`config.mk`:
```
export PLATFORM = sky130hd
export DESIGN_NAME = multi_slot_software_timer_unit_flat
export DESIGN_NICKNAME = d
export VERILOG_FILES = /design/src/rtl/mst_pkg.sv /design/src/rtl/mst_ifs.sv /design/src/rtl/mst_slot_table.sv /design/src/rtl/mst_tick_alu.sv /design/src/rtl/multi_slot_software_timer_unit.sv /design/src/flat_wrapper.sv
export SDC_FILE = /design/constraint.sdc
export NUM_CORES = 2
export LEC_CHECK = 0
export ABC_AREA = 1
export BUFFER_PORTS_ARGS = -buffer_cell sky130_fd_sc_hd__clkbuf_2
export CAP_MARGIN = 20
export CORE_ASPECT_RATIO = 1.75
export CORE_MARGIN = 10
export CORE_UTILIZATION = 30
export DETAILED_ROUTE_END_ITERATION = 6
export PLACE_DENSITY_LB_ADDON = 0.05
export REMOVE_ABC_BUFFERS = 1
export SLEW_MARGIN = 40
export SYNTH_ARGS = -nofsm -noshare
export SYNTH_HDL_FRONTEND = slang
export SYNTH_SLANG_ARGS = --single-unit
```
`constraint.sdc`:
```
create_clock -name clk -period 6.75 [get_ports clk]
set_clock_uncertainty 0.15 [all_clocks]
set_input_delay 0.3375 -clock clk [delete_from_list [all_inputs] [get_ports clk]]
set_output_delay 0.3375 -clock clk [all_outputs]
set_load 0.05 [all_outputs]
```
`src/rtl/mst_pkg.sv`:
```
// Shared types and constants for the multi-slot software timer.
// Used by the channel interfaces, the slot table, the tick unit and the top level.
// Depends on nothing.
package mst_pkg;

  localparam int SLOTS     = 16;
  localparam int TICK_BITS = 32;
  localparam int SLOT_IW   = (SLOTS > 1) ? $clog2(SLOTS) : 1;

  localparam int ACTION_W = 2;
  localparam int SLOT_W   = 4;
  localparam int FIELD_W  = 32;

  localparam logic [ACTION_W-1:0] ACT_TICK = 2'd0;
  localparam logic [ACTION_W-1:0] ACT_ARM  = 2'd1;
  localparam logic [ACTION_W-1:0] ACT_FREE = 2'd2;

  localparam logic KIND_FIRED = 1'b0;
  localparam logic KIND_DONE  = 1'b1;

  typedef logic [TICK_BITS-1:0] tick_t;
  typedef logic [SLOT_IW-1:0]   slot_idx_t;

  typedef struct packed {
    logic      cfg_en;
    logic      cnt_en;
    slot_idx_t addr;
    tick_t     delay;
    tick_t     interval;
    tick_t     count;
  } tbl_wr_t;

  typedef struct packed {
    tick_t delay;
    tick_t interval;
    tick_t count;
  } tbl_rd_t;

  typedef struct packed {
    logic  hit;
    tick_t count;
  } alu_res_t;

endpackage

```
`src/rtl/mst_ifs.sv`:
```
// Valid/ready channel interfaces for the timer's request and result beats.
// Depends on mst_pkg for the field widths.
interface mst_in_if import mst_pkg::*; ();
  logic                valid;
  logic                ready;
  logic [ACTION_W-1:0] action;
  logic [SLOT_W-1:0]   slot;
  logic [FIELD_W-1:0]  delay_ticks;
  logic [FIELD_W-1:0]  interval_ticks;
  logic                one_shot;
  logic [FIELD_W-1:0]  step;

  modport source (output valid, action, slot, delay_ticks, interval_ticks, one_shot, step,
                  input ready);
  modport sink (input valid, action, slot, delay_ticks, interval_ticks, one_shot, step,
                output ready);
endinterface

interface mst_out_if import mst_pkg::*; ();
  logic               valid;
  logic               ready;
  logic               kind;
  logic [SLOT_W-1:0]  fired_slot;
  logic [FIELD_W-1:0] now_ticks;
  logic               last;

  modport source (output valid, kind, fired_slot, now_ticks, last, input ready);
  modport sink (input valid, kind, fired_slot, now_ticks, last, output ready);
endinterface

```
`src/rtl/mst_slot_table.sv`:
```
// Slot table memory: delay, interval and running count of every timer slot.
// One write port per field group and one registered read port. Depends on mst_pkg.
module mst_slot_table import mst_pkg::*; (
  input  logic      clk,
  input  tbl_wr_t   wr,
  input  slot_idx_t rd_addr,
  output tbl_rd_t   rd_r
);

  tick_t delay_mem    [SLOTS];
  tick_t interval_mem [SLOTS];
  tick_t count_mem    [SLOTS];

  always_ff @(posedge clk) begin
    if (wr.cfg_en) begin
      delay_mem[wr.addr]    <= wr.delay;
      interval_mem[wr.addr] <= wr.interval;
    end
    if (wr.cnt_en) begin
      count_mem[wr.addr] <= wr.count;
    end
    rd_r.delay    <= delay_mem[rd_addr];
    rd_r.interval <= interval_mem[rd_addr];
    rd_r.count    <= count_mem[rd_addr];
  end

endmodule

```
`src/rtl/mst_tick_alu.sv`:
```
// Shared count unit: adds the step to a slot count and compares against its limit.
// A carry out of the count width counts as reaching the limit. Depends on mst_pkg.
module mst_tick_alu import mst_pkg::*; (
  input  tick_t    count,
  input  tick_t    step,
  input  tick_t    limit,
  output alu_res_t res
);

  logic [TICK_BITS:0] sum;

  assign sum       = {1'b0, count} + {1'b0, step};
  assign res.hit   = sum[TICK_BITS] | (sum[TICK_BITS-1:0] >= limit);
  assign res.count = res.hit ? '0 : sum[TICK_BITS-1:0];

endmodule

```
`src/rtl/multi_slot_software_timer_unit.sv`:
```
// Multi-slot software timer, top level.
// Depends on mst_pkg, mst_ifs, mst_slot_table and mst_tick_alu.
//
// Requests arrive as beats on in_ch. An arm beat loads a slot with its delay,
// interval and one-shot flag and clears its count; a free beat releases a slot.
// Neither produces a result beat. A tick beat advances the global tick count
// by its step and then walks the slot table, one slot per cycle through the
// shared count unit unless a stalled receiver holds the walk; when the step
// is zero the walk is skipped. The block takes no request during a tick.
// Each fired slot leaves as a result beat on out_ch in ascending slot order,
// and a closing beat with last set follows; every beat carries the new tick
// count. Results pass through a single output register: while the receiver
// holds ready low, the walk waits on the slot that fired and resumes when the
// register is taken. Reset clears all slot flags, the tick count and the
// output valid flag; the slot table contents are only used after an arm.
module multi_slot_software_timer_unit import mst_pkg::*; (
  input  logic     clk,
  input  logic     rst_n,
  mst_in_if.sink   in_ch,
  mst_out_if.source out_ch
);

  typedef enum logic [1:0] {S_IDLE, S_PRIME, S_EVAL, S_CLOSE} state_t;

  state_t              state_r;
  slot_idx_t           idx_r;
  tick_t               step_r;
  tick_t               global_r;
  logic [SLOTS-1:0]    active_r;
  logic [SLOTS-1:0]    in_delay_r;
  logic [SLOTS-1:0]    one_shot_r;

  logic                out_valid_r;
  logic                out_kind_r;
  logic [SLOT_W-1:0]   out_slot_r;
  logic [FIELD_W-1:0]  out_now_r;
  logic                out_last_r;

  logic      in_acc;
  logic      slot_ok;
  slot_idx_t in_slot;
  tick_t     in_step;
  tick_t     in_delay;
  logic      out_free;
  logic      cur_active;
  logic      cur_in_delay;
  logic      cur_one_shot;
  tick_t     limit;
  logic      eval;
  logic      fire;
  logic      advance;
  logic      last_idx;
  logic      arm;
  logic      out_load;
  slot_idx_t rd_addr;
  tbl_wr_t   wr;
  tbl_rd_t   rd;
  alu_res_t  alu;

  assign in_ch.ready = (state_r == S_IDLE);
  assign in_acc      = in_ch.valid & in_ch.ready;
  assign in_slot     = SLOT_IW'(in_ch.slot);
  assign slot_ok     = (int'(in_ch.slot) < SLOTS);
  assign in_step     = TICK_BITS'(in_ch.step);
  assign in_delay    = TICK_BITS'(in_ch.delay_ticks);
  assign arm         = in_acc & (in_ch.action == ACT_ARM) & slot_ok;

  assign out_free     = ~out_valid_r | out_ch.ready;
  assign cur_active   = active_r[idx_r];
  assign cur_in_delay = in_delay_r[idx_r];
  assign cur_one_shot = one_shot_r[idx_r];
  assign limit        = cur_in_delay ? rd.delay : rd.interval;

  assign eval     = (state_r == S_EVAL);
  assign fire     = eval & cur_active & ~cur_in_delay & alu.hit;
  assign advance  = eval & (~fire | out_free);
  assign last_idx = (idx_r == SLOT_IW'(SLOTS - 1));
  assign out_load = (fire & out_free) | ((state_r == S_CLOSE) & out_free);
  assign rd_addr  = advance ? slot_idx_t'(idx_r + 1'b1) : idx_r;

  assign wr.cfg_en   = arm;
  assign wr.cnt_en   = arm | (advance & cur_active);
  assign wr.addr     = (state_r == S_IDLE) ? in_slot : idx_r;
  assign wr.delay    = in_delay;
  assign wr.interval = TICK_BITS'(in_ch.interval_ticks);
  assign wr.count    = arm ? '0 : alu.count;

  mst_slot_table u_table (
    .clk     (clk),
    .wr      (wr),
    .rd_addr (rd_addr),
    .rd_r    (rd)
  );

  mst_tick_alu u_alu (
    .count (rd.count),
    .step  (step_r),
    .limit (limit),
    .res   (alu)
  );

  always_ff @(posedge clk) begin
    if (!rst_n) begin
      state_r     <= S_IDLE;
      idx_r       <= '0;
      global_r    <= '0;
      active_r    <= '0;
      in_delay_r  <= '0;
      one_shot_r  <= '0;
      out_valid_r <= 1'b0;
    end else begin
      if (out_load) begin
        out_valid_r <= 1'b1;
      end else if (out_ch.ready) begin
        out_valid_r <= 1'b0;
      end
      unique case (state_r)
        S_IDLE: begin
          if (in_acc) begin
            unique case (in_ch.action)
              ACT_ARM: begin
                if (slot_ok) begin
                  active_r[in_slot]   <= 1'b1;
                  in_delay_r[in_slot] <= (in_delay != '0);
                  one_shot_r[in_slot] <= in_ch.one_shot;
                end
              end
              ACT_FREE: begin
                if (slot_ok) begin
                  active_r[in_slot] <= 1'b0;
                end
              end
              ACT_TICK: begin
                global_r <= global_r + in_step;
                idx_r    <= '0;
                state_r  <= (in_step != '0) ? S_PRIME : S_CLOSE;
              end
              default: begin
              end
            endcase
          end
        end
        S_PRIME: begin
          state_r <= S_EVAL;
        end
        S_EVAL: begin
          if (advance) begin
            if (cur_active && alu.hit) begin
              if (cur_in_delay) begin
                in_delay_r[idx_r] <= 1'b0;
              end else if (cur_one_shot) begin
                active_r[idx_r] <= 1'b0;
              end
            end
            idx_r <= slot_idx_t'(idx_r + 1'b1);
            if (last_idx) begin
              state_r <= S_CLOSE;
            end
          end
        end
        S_CLOSE: begin
          if (out_free) begin
            state_r <= S_IDLE;
          end
        end
      endcase
    end
  end

  always_ff @(posedge clk) begin
    if (in_acc && (in_ch.action == ACT_TICK)) begin
      step_r <= in_step;
    end
    if (out_load) begin
      out_kind_r <= fire ? KIND_FIRED : KIND_DONE;
      out_slot_r <= fire ? SLOT_W'(idx_r) : '0;
      out_now_r  <= FIELD_W'(global_r);
      out_last_r <= ~fire;
    end
  end

  assign out_ch.valid      = out_valid_r;
  assign out_ch.kind       = out_kind_r;
  assign out_ch.fired_slot = out_slot_r;
  assign out_ch.now_ticks  = out_now_r;
  assign out_ch.last       = out_last_r;

  a_tick_starts_walk: assert property (@(posedge clk) disable iff (!rst_n)
    (in_acc && (in_ch.action == ACT_TICK) && (in_step != '0)) |=> (state_r == S_PRIME))
    else $error("Tick with a nonzero step did not start the slot walk.");

  a_ticks_hold: assert property (@(posedge clk) disable iff (!rst_n)
    !(in_acc && (in_ch.action == ACT_TICK)) |=> (global_r == $past(global_r)))
    else $error("Global tick count changed without a tick beat.");

  a_one_shot_freed: assert property (@(posedge clk) disable iff (!rst_n)
    (fire && out_free && cur_one_shot) |=> !active_r[$past(idx_r)])
    else $error("One-shot slot still active after firing.");

  a_load_in_walk: assert property (@(posedge clk) disable iff (!rst_n)
    out_load |-> ((state_r == S_EVAL) || (state_r == S_CLOSE)))
    else $error("Result register loaded outside the slot walk.");

endmodule

```
`src/flat_wrapper.sv`:
```
// flat-port wrapper written by rule: the top's interface ports become plain ports
module multi_slot_software_timer_unit_flat import mst_pkg::*;
  (clk, rst_n, in_ch_valid, in_ch_action, in_ch_slot, in_ch_delay_ticks, in_ch_interval_ticks, in_ch_one_shot, in_ch_step, in_ch_ready, out_ch_valid, out_ch_kind, out_ch_fired_slot, out_ch_now_ticks, out_ch_last, out_ch_ready);
  mst_in_if in_ch_i ();
  mst_out_if out_ch_i ();
  input  logic clk;
  input  logic rst_n;
  input wire logic [$bits(in_ch_i.valid)-1:0] in_ch_valid;
  input wire logic [$bits(in_ch_i.action)-1:0] in_ch_action;
  input wire logic [$bits(in_ch_i.slot)-1:0] in_ch_slot;
  input wire logic [$bits(in_ch_i.delay_ticks)-1:0] in_ch_delay_ticks;
  input wire logic [$bits(in_ch_i.interval_ticks)-1:0] in_ch_interval_ticks;
  input wire logic [$bits(in_ch_i.one_shot)-1:0] in_ch_one_shot;
  input wire logic [$bits(in_ch_i.step)-1:0] in_ch_step;
  output wire logic [$bits(in_ch_i.ready)-1:0] in_ch_ready;
  output wire logic [$bits(out_ch_i.valid)-1:0] out_ch_valid;
  output wire logic [$bits(out_ch_i.kind)-1:0] out_ch_kind;
  output wire logic [$bits(out_ch_i.fired_slot)-1:0] out_ch_fired_slot;
  output wire logic [$bits(out_ch_i.now_ticks)-1:0] out_ch_now_ticks;
  output wire logic [$bits(out_ch_i.last)-1:0] out_ch_last;
  input wire logic [$bits(out_ch_i.ready)-1:0] out_ch_ready;
  assign in_ch_i.valid = in_ch_valid;
  assign in_ch_i.action = in_ch_action;
  assign in_ch_i.slot = in_ch_slot;
  assign in_ch_i.delay_ticks = in_ch_delay_ticks;
  assign in_ch_i.interval_ticks = in_ch_interval_ticks;
  assign in_ch_i.one_shot = in_ch_one_shot;
  assign in_ch_i.step = in_ch_step;
  assign in_ch_ready = in_ch_i.ready;
  assign out_ch_valid = out_ch_i.valid;
  assign out_ch_kind = out_ch_i.kind;
  assign out_ch_fired_slot = out_ch_i.fired_slot;
  assign out_ch_now_ticks = out_ch_i.now_ticks;
  assign out_ch_last = out_ch_i.last;
  assign out_ch_i.ready = out_ch_ready;
  multi_slot_software_timer_unit u_core (.clk(clk), .rst_n(rst_n), .in_ch(in_ch_i), .out_ch(out_ch_i));
endmodule
```
* Word-level counts from Yosys, hierarchy flattened *
Memory sizes are Yosys's and may differ from the RTL's. A register that Yosys moved wholly into a read port is not among the register bits.
Index checks and enable logic that the tools add are counted.

word-level totals
  memories = 3
  output and inout bits = 40
  memory bits (writable) = 1,536
  flip-flop bits (word level) = 157
  word-level logic and storage cells = 126

memory list
  name                         words  bits a word  rd ports  clocked after Yosys merged registers in  write ports  RTL line              source
  u_core.u_table.count_mem     16     32           1         1                                        1            mst_slot_table.sv:12  tick_t count_mem [SLOTS];
  u_core.u_table.delay_mem     16     32           1         1                                        1            mst_slot_table.sv:10  tick_t delay_mem [SLOTS];
  u_core.u_table.interval_mem  16     32           1         1                                        1            mst_slot_table.sv:11  tick_t interval_mem [SLOTS];

cells by class
  order comparisons = 5
  reductions and logical operators = 16
  muxes and demuxes = 47
  equality and inequality tests = 17
  add/subtract/negate cells = 3
  bitwise logic cells = 23

operators by type and width
  kind                number
  $mux 16             10
  $mux 32             3
  $pmux 16 s2         3
  $reduce_bool 32->1  2
  $and 16x16->16      3
  $add 32x32->33      1
  $add 32x32->32      1
  $bwmux 16           2
  $ge 32x32->1        1
  $not 16->16         2
  $mux 4              4
  $or 16x16->16       1
  $ne 2x2->1 const B  7
  $bmux 1 s4          3
  $mux 1              12
  $mux 2              6
  $lt 4x5->1 const B  2
  $and 1x1->1         9
  $reduce_and 3->1    3
  $demux 1 s4         2
  $ge 4x1->1 const B  2
  $pmux 2 s4          1
  $pmux 4 s2          1
  $reduce_and 7->1    1
  13 further kinds    29

* Longest topological paths before layout *
  depth in word-level cells = 13
  mapped depth = 37
  mapped depth without buffers = 35

* By module *
Synthesis repeated with hierarchy kept, for this count alone.

second synthesis, totals
  cell total of the unflattened synthesis = 8,517
  area total of the unflattened synthesis = 81,227.9 µm²

modules (own cells, without submodules)
  module                          cells each  area an instance (µm²)  times used  seq. area each (µm²)
  mst_slot_table                  6,336       67,716.2                1           48,046.1
  multi_slot_software_timer_unit  1,468       9,955.8                 1           3,813.7
  mst_tick_alu                    713         3,555.9                 1           0.0

* Least setup slack after synthesis *
No wires, ideal clock.

  path kind = register to register
  from = register u_core.step_r[0]
  to = register u_core.out_slot_r[0], in the netlist u_core.out_ch.fired_slot[0], enable pin
  data required time = 6.155 ns
  data arrival time = 5.479 ns
  cell stages (with the launch flop) = 28
  setup slack = 0.676 ns
  cells stage by stage = edfxtp_1 -> ha_1 -> inv_1 -> fa_1 -> o21ai_1 -> nand2_1 -> nand2_1 -> nand2_1 -> nand2_2 -> a21oi_1 -> o21ai_0 -> a21oi_1 -> o21ai_0 -> nand2_1 -> nand2_1 -> nand2_1 -> nand2_1 -> inv_1 -> ha_1 -> nand2_1 -> inv_1 -> nand3_1 -> or2_2 -> nor2_1 -> nand2_1 -> nand3_1 -> nand2_1 -> a21oi_1

between the ends
  cells in the longest elaborated chain, start to end = 6

RTL lines
  element                   RTL line                               source
  start: declaration        multi_slot_software_timer_unit.sv:27   tick_t step_r;
  start signal: assignment  multi_slot_software_timer_unit.sv:172  step_r <= in_step;
  $add 32x32->33 *          mst_tick_alu.sv:12                     assign sum = {1'b0, count} + {1'b0, step};
  $ge 32x32->1              mst_tick_alu.sv:13                     assign res.hit = sum[TICK_BITS] | (sum[TICK_BITS-1:0] >= limit);
  $or 1x1->1 *              mst_tick_alu.sv:13
  $and 1x1->1 *             multi_slot_software_timer_unit.sv:75   assign fire = eval & cur_active & ~cur_in_delay & alu.hit;
  $and 1x1->1 *             multi_slot_software_timer_unit.sv:78   assign out_load = (fire & out_free) | ((state_r == S_CLOSE) & out_free);
  $or 1x1->1 *              multi_slot_software_timer_unit.sv:78
  net u_core.out_load       multi_slot_software_timer_unit.sv:54   logic out_load;
  end signal: assignment    multi_slot_software_timer_unit.sv:176  out_slot_r <= fire ? SLOT_W'(idx_r) : '0;
  end: declaration          multi_slot_software_timer_unit.sv:35   logic [SLOT_W-1:0] out_slot_r;

Mark *: on every way through the listed nets, which the timed path passes. The rest lies on a longest branch.
A chain may end at the register's enable or synchronous reset.

* Final worst setup path *
  from = register u_core.idx_r[0]
  to = register u_core.u_table.rd_r[94] (netlist name)

between the ends
  cells in the longest elaborated chain, start to end = 10
  elaborated cells between the ends (all ways) = 16

RTL lines
  element                       RTL line                               source
  start: declaration            multi_slot_software_timer_unit.sv:26   slot_idx_t idx_r;
  start signal: assignment      multi_slot_software_timer_unit.sv:155  idx_r <= slot_idx_t'(idx_r + 1'b1);
  $bmux 1 s4                    multi_slot_software_timer_unit.sv:70   assign cur_in_delay = in_delay_r[idx_r];
  $mux 1 (implied by the code)  multi_slot_software_timer_unit.sv:70
  $mux 32                       multi_slot_software_timer_unit.sv:72   assign limit = cur_in_delay ? rd.delay : rd.interval;
  $ge 32x32->1                  mst_tick_alu.sv:13
  $or 1x1->1                    mst_tick_alu.sv:13
  $and 1x1->1                   multi_slot_software_timer_unit.sv:75
  $not 1->1                     multi_slot_software_timer_unit.sv:76   assign advance = eval & (~fire | out_free);
  $or 1x1->1                    multi_slot_software_timer_unit.sv:76
  $and 1x1->1                   multi_slot_software_timer_unit.sv:76
  $mux 4 *                      multi_slot_software_timer_unit.sv:79   assign rd_addr = advance ? slot_idx_t'(idx_r + 1'b1) : idx_r;

Every way passes the cells marked *; elsewhere a longest branch is shown, timed or not. The select of a mux whose other input is x is not followed.

==> impl_table.tex <==
\begin{tabular}{lr}
\hline
Metric & Value \\
\hline
\multicolumn{2}{l}{\textbf{Outcome}} \\
\quad Status & finished, violations left \\
\quad Violated checks & design-rule violations \\
\multicolumn{2}{l}{\textbf{Synthesis}} \\
\quad Mapped cell area & 0.0809 sq mm \\
\quad Post-synth top flop & edfxtp\_1 \\
\quad EDFF count, synth & 1605 \\
\quad Unique masters post-synth & 53 \\
\quad Sequential cell area fraction in the yosys report & 0.641 \\
\quad Post-synthesis register bit count & 1788 \\
\quad Post-synthesis async set-or-reset flop share & 0 \\
\quad Largest area contributor in the synthesized netlist & edfxtp\_1 \\
\quad Cells after synthesis & 8172 \\
\quad Post-Synthesis Mean Instance Area & 9.90 sq um \\
\quad Yosys warnings & 0 \\
\quad Most area-consuming cells after synthesis & edfxtp\_1 (60\%), nand3\_1 (12\%), inv\_1 (8.1\%) \\
\quad Fraction of synthesized cell area taken by the top area cell type & 0.596 \\
\multicolumn{2}{l}{\textbf{Power and ir drop}} \\
\quad Relative contribution of sequential cells to total power & 0.389 \\
\quad Worst-case vdd ir drop & 0.280 mV \\
\quad Switching share of power & 0.359 \\
\quad Power density normalized to cell area & 380 mW/mm\^{}2 \\
\quad Clock Power Share & 0.301 \\
\quad Portion of total power attributed to combinational logic & 0.310 \\
\quad Leakage power & 40.9 nW \\
\quad Switching power & 13.1 mW \\
\quad Internal cell power & 23.3 mW \\
\multicolumn{2}{l}{\textbf{Floorplan}} \\
\quad Core Box Area & 0.269 sq mm \\
\quad Die outline area & 0.292 sq mm \\
\quad Num rows & 252 \\
\quad I/O pin count & 147 \\
\quad Horizontal extent of the die & 413 um \\
\quad Starting Density & 0.301 \\
\quad Floorplan die height & 707 um \\
\multicolumn{2}{l}{\textbf{Critical path}} \\
\quad Critical Path End Type & flip-flop \\
\quad Delay contributed by the slowest stage of the critical path & 540 ps \\
\quad Type of origin of the critical path & flip-flop \\
\quad Most frequent CP cell & nand2\_1 \\
\quad Required time of the critical path & 7340 ps \\
\quad WS Path Type & reg2reg \\
\quad Data arrival time of the worst path & 6770 ps \\
\quad Highest-delay cell along the critical path & mux2i\_1 \\
\quad Maximum net fanout on the critical path & 45 \\
\multicolumn{2}{l}{\textbf{Layout}} \\
\quad Post-synthesis to final-layout area growth & 18.5\% \\
\quad Multi-input logic area & 0.0209 sq mm \\
\quad Register area & 0.0519 sq mm \\
\quad Fraction of layout instances using a drive strength above 1 & 0.0939 \\
\quad Final instance area & 0.0959 sq mm \\
\quad Filler instances & 26.9k \\
\quad Final layout net count & 8712 \\
\multicolumn{2}{l}{\textbf{Placed design}} \\
\quad Placer Congestion & 0.870 \\
\quad DP HPWL & 177000 um \\
\quad Instance area after placement & 0.0884 sq mm \\
\quad I/O Buffers & 146 \\
\multicolumn{2}{l}{\textbf{Global route}} \\
\quad First-pass GRT wire length & 422000 um \\
\quad Antenna violations before repair & 20 \\
\quad Vias in the first global route & 58.5k \\
\quad Largest net degree at the start of global routing & 70 \\
\quad Combined global-route utilization of all metal layers & 0.196 \\
\quad Aggregate global routing overflow & 0 \\
\multicolumn{2}{l}{\textbf{STA}} \\
\quad Hold\_ws & 107 ps \\
\quad Least-Margin Pin Slew & 862 ps \\
\quad Share of the clock period used by the worst path & 0.916 \\
\quad Unrepaired setup endpoints after global routing & no \\
\quad Highest achievable clock rate & 162 MHz \\
\quad Final setup violation count & 0 \\
\quad Tightest slew margin relative to the limit & 0.409 \\
\quad Fin. max-slew vios & 0 \\
\quad Final worst path period need & 6190 ps \\
\quad Count of final hold-check violations & 0 \\
\multicolumn{2}{l}{\textbf{Clock tree}} \\
\quad Clock net sink count & 1788 \\
\quad CTS tree & yes \\
\quad Buffers inserted by post-CTS timing repair & 0 \\
\quad Clock Root Buffer & clkbuf\_16 \\
\quad Worst-Skew Late Latency & 880 ps \\
\quad \# H-tree levels & 4 \\
\quad Worst-case clock buffer depth & 4 \\
\quad Number of buffers created by CTS & 196 \\
\quad Clock-pin slew reported for the worst setup and hold paths after clock tree synthesis & 60 ps \\
\multicolumn{2}{l}{\textbf{Worst hold path}} \\
\quad Worst hold-check path type & in2reg \\
\multicolumn{2}{l}{\textbf{Routing}} \\
\quad Number of detailed-routing iterations run before antenna repair & 7 \\
\quad Detailed router's first-iteration violation count & 3616 \\
\quad DRC violations left & 1 \\
\quad Vias per Instance & 4.75 \\
\quad Final routed wirelength across all metal layers & 292000 um \\
\quad Residual antenna-violating net count after detailed routing & 0 \\
\quad WL/cell & 23.9 um \\
\quad Via count & 58.0k \\
\multicolumn{2}{l}{\textbf{Flow run}} \\
\quad Number of max-cap violations & 0 \\
\hline
\end{tabular}
[worst paths after layout]
check	from	end	slack, ps	cells past startpoint
worst max-delay path	u_core.idx_r[0]	u_core.u_table.rd_r[94]	560	32
worst min-delay path	in_ch_valid	u_core.one_shot_r[5]	110	6
worst max register to register	u_core.idx_r[0]	u_core.u_table.rd_r[94]	560	32
worst min register to register	u_core.global_r[19]	u_core.out_ch.now_ticks[19]	310	0
[sequential cells by signal, indices dropped and copies added, names as in the netlist, named ones only]
signal / flops
u_core.global_r: 32
u_core.idx_r: 4
u_core.in_delay_r: 16
u_core.one_shot_r: 16
u_core.out_ch.fired_slot: 4
u_core.out_ch.kind: 1
u_core.out_ch.now_ticks: 32
u_core.out_ch.valid: 1
u_core.state_r: 2
u_core.step_r: 32
u_core.u_table.count_mem: 512
u_core.u_table.delay_mem: 512
u_core.u_table.interval_mem: 512
u_core.u_table.rd_r: 96
[power groups by stage]
stage               clock network [mW]  logic, mW  registers, mW
floorplan                            0       6.87           14.3
global placement                     0       11.3           14.5
detailed placement                   0       11.5           14.4
CTS                               11.3       11.6           14.2
global route                      11.7       12.5           14.2
finish                            10.9       11.3           14.2
[metal layers]
layer  wire length, um  part of all wire  track usage
met5                75           0.00026            0
met1            119000              0.41        0.233
met4              9180             0.031       0.0586
met2            153000              0.52        0.366
met3             10100             0.035       0.0225
[worst max-delay path, delay by kind of cell (launching register included)]
kind,cells,cell delay [ps]
fa+ha+maj,1,330
mux,1,540
simple gates,22,2520
compound gates,1,110
buf+inv,7,1900
flops,1,340
[synth_stat cells, types with 4 or more instances]
cell type and number:
a21o_1 6, a21oi_1 150, a31oi_1 13, a32oi_1 14, and2_1 5, buf_1 21, buf_2 252, buf_4 4
clkbuf_1 140, dfxtp_1 183, edfxtp_1 1605, ha_1 105, inv_1 1756, inv_2 11, mux2i_1 31, nand2_1 1440
nand2_2 6, nand3_1 1872, nand4_1 18, nor2_1 222, nor3_1 29, nor4_1 17, o211ai_1 11, o21ai_0 120
o21ai_1 13, o21bai_1 21, o22ai_1 8, o31ai_1 4, o32ai_1 9, xnor2_1 17, xor2_1 32
[through the flow]
step | util | TNS [ps] | setup slack, ps | instances | total power [mW]
CTS | 0.356 | 0 | 342 | 12212 | 37.1
global route | 0.357 | 0 | 35.6 | 12217 | 38.4
global placement | 0.328 | 0 | 315 | 11745 | 25.8
detailed placement | 0.329 | 0 | 364 | 11746 | 25.9
finish | 0.357 | 0 | 564 | 12225 | 36.4
floorplan | - | -799570 | -8030 | 7755 | 21.1
[cell type report]
type	instances	share of cell area
Tap cell	3556	0.0464
Clock buffer	269	0.0573
Timing Repair Buffer	545	0.0588
Clock inverter	88	0.00886
Antenna cell	12	0.000313
Inverter	1770	0.0694
Sequential cell	1788	0.541
Multi-Input combinational cell	4197	0.218
[layout by cell type (no fill, tap or decap), types with 8 or more instances in the layout]
| cell type | n |
|---|---|
| clkbuf_2 | 146 |
| o21ai_1 | 13 |
| clkbuf_1 | 44 |
| dfxtp_1 | 183 |
| a21oi_1 | 149 |
| nand3_1 | 1872 |
| nand4_1 | 18 |
| a31oi_1 | 13 |
| edfxtp_1 | 1605 |
| a32oi_1 | 14 |
| buf_12 | 130 |
| inv_1 | 1756 |
| clkinv_2 | 31 |
| nand2_1 | 1439 |
| o32ai_1 | 9 |
| inv_2 | 9 |
| mux2i_1 | 31 |
| nor2_2 | 26 |
| nor2_1 | 164 |
| o21ai_0 | 120 |
| clkbuf_16 | 198 |
| dlygate4sd3_1 | 109 |
| diode_2 | 12 |
| ha_1 | 105 |
| nor2_4 | 34 |
| o21bai_1 | 21 |
| clkbuf_8 | 27 |
| o22ai_1 | 8 |
| xor2_1 | 32 |
| clkinv_1 | 34 |
| nor3_1 | 27 |
| buf_4 | 157 |
| o211ai_1 | 11 |
| bufinv_16 | 16 |
| xnor2_1 | 17 |
| nor4_1 | 17 |
[kinds of logic (layout without fill, tap and decap cells)]
group                      count (synthesis)  after routing  share of synthesized area
buffers and inverters                   2187           2672                      0.106
xor gates and xnor gates                  50             50                    0.00564
and+or+nand+nor                         3617           3617                      0.199
adders and majority gates                107            107                     0.0167
DFF                                     1788           1788                      0.641
muxes                                     32             32                    0.00397
other                                      0             12                          0
AOI/OAI and AO/OA                        391            391                     0.0278
[what timing repair did]
item,4_1_cts,5_1_grt
hold buffers,109,0
hold endpoints to repair,1146,0
endpoints found under the setup margin,0,0
gates resized for setup,0,0
Note: power is estimated with default switching activity, not from simulation.
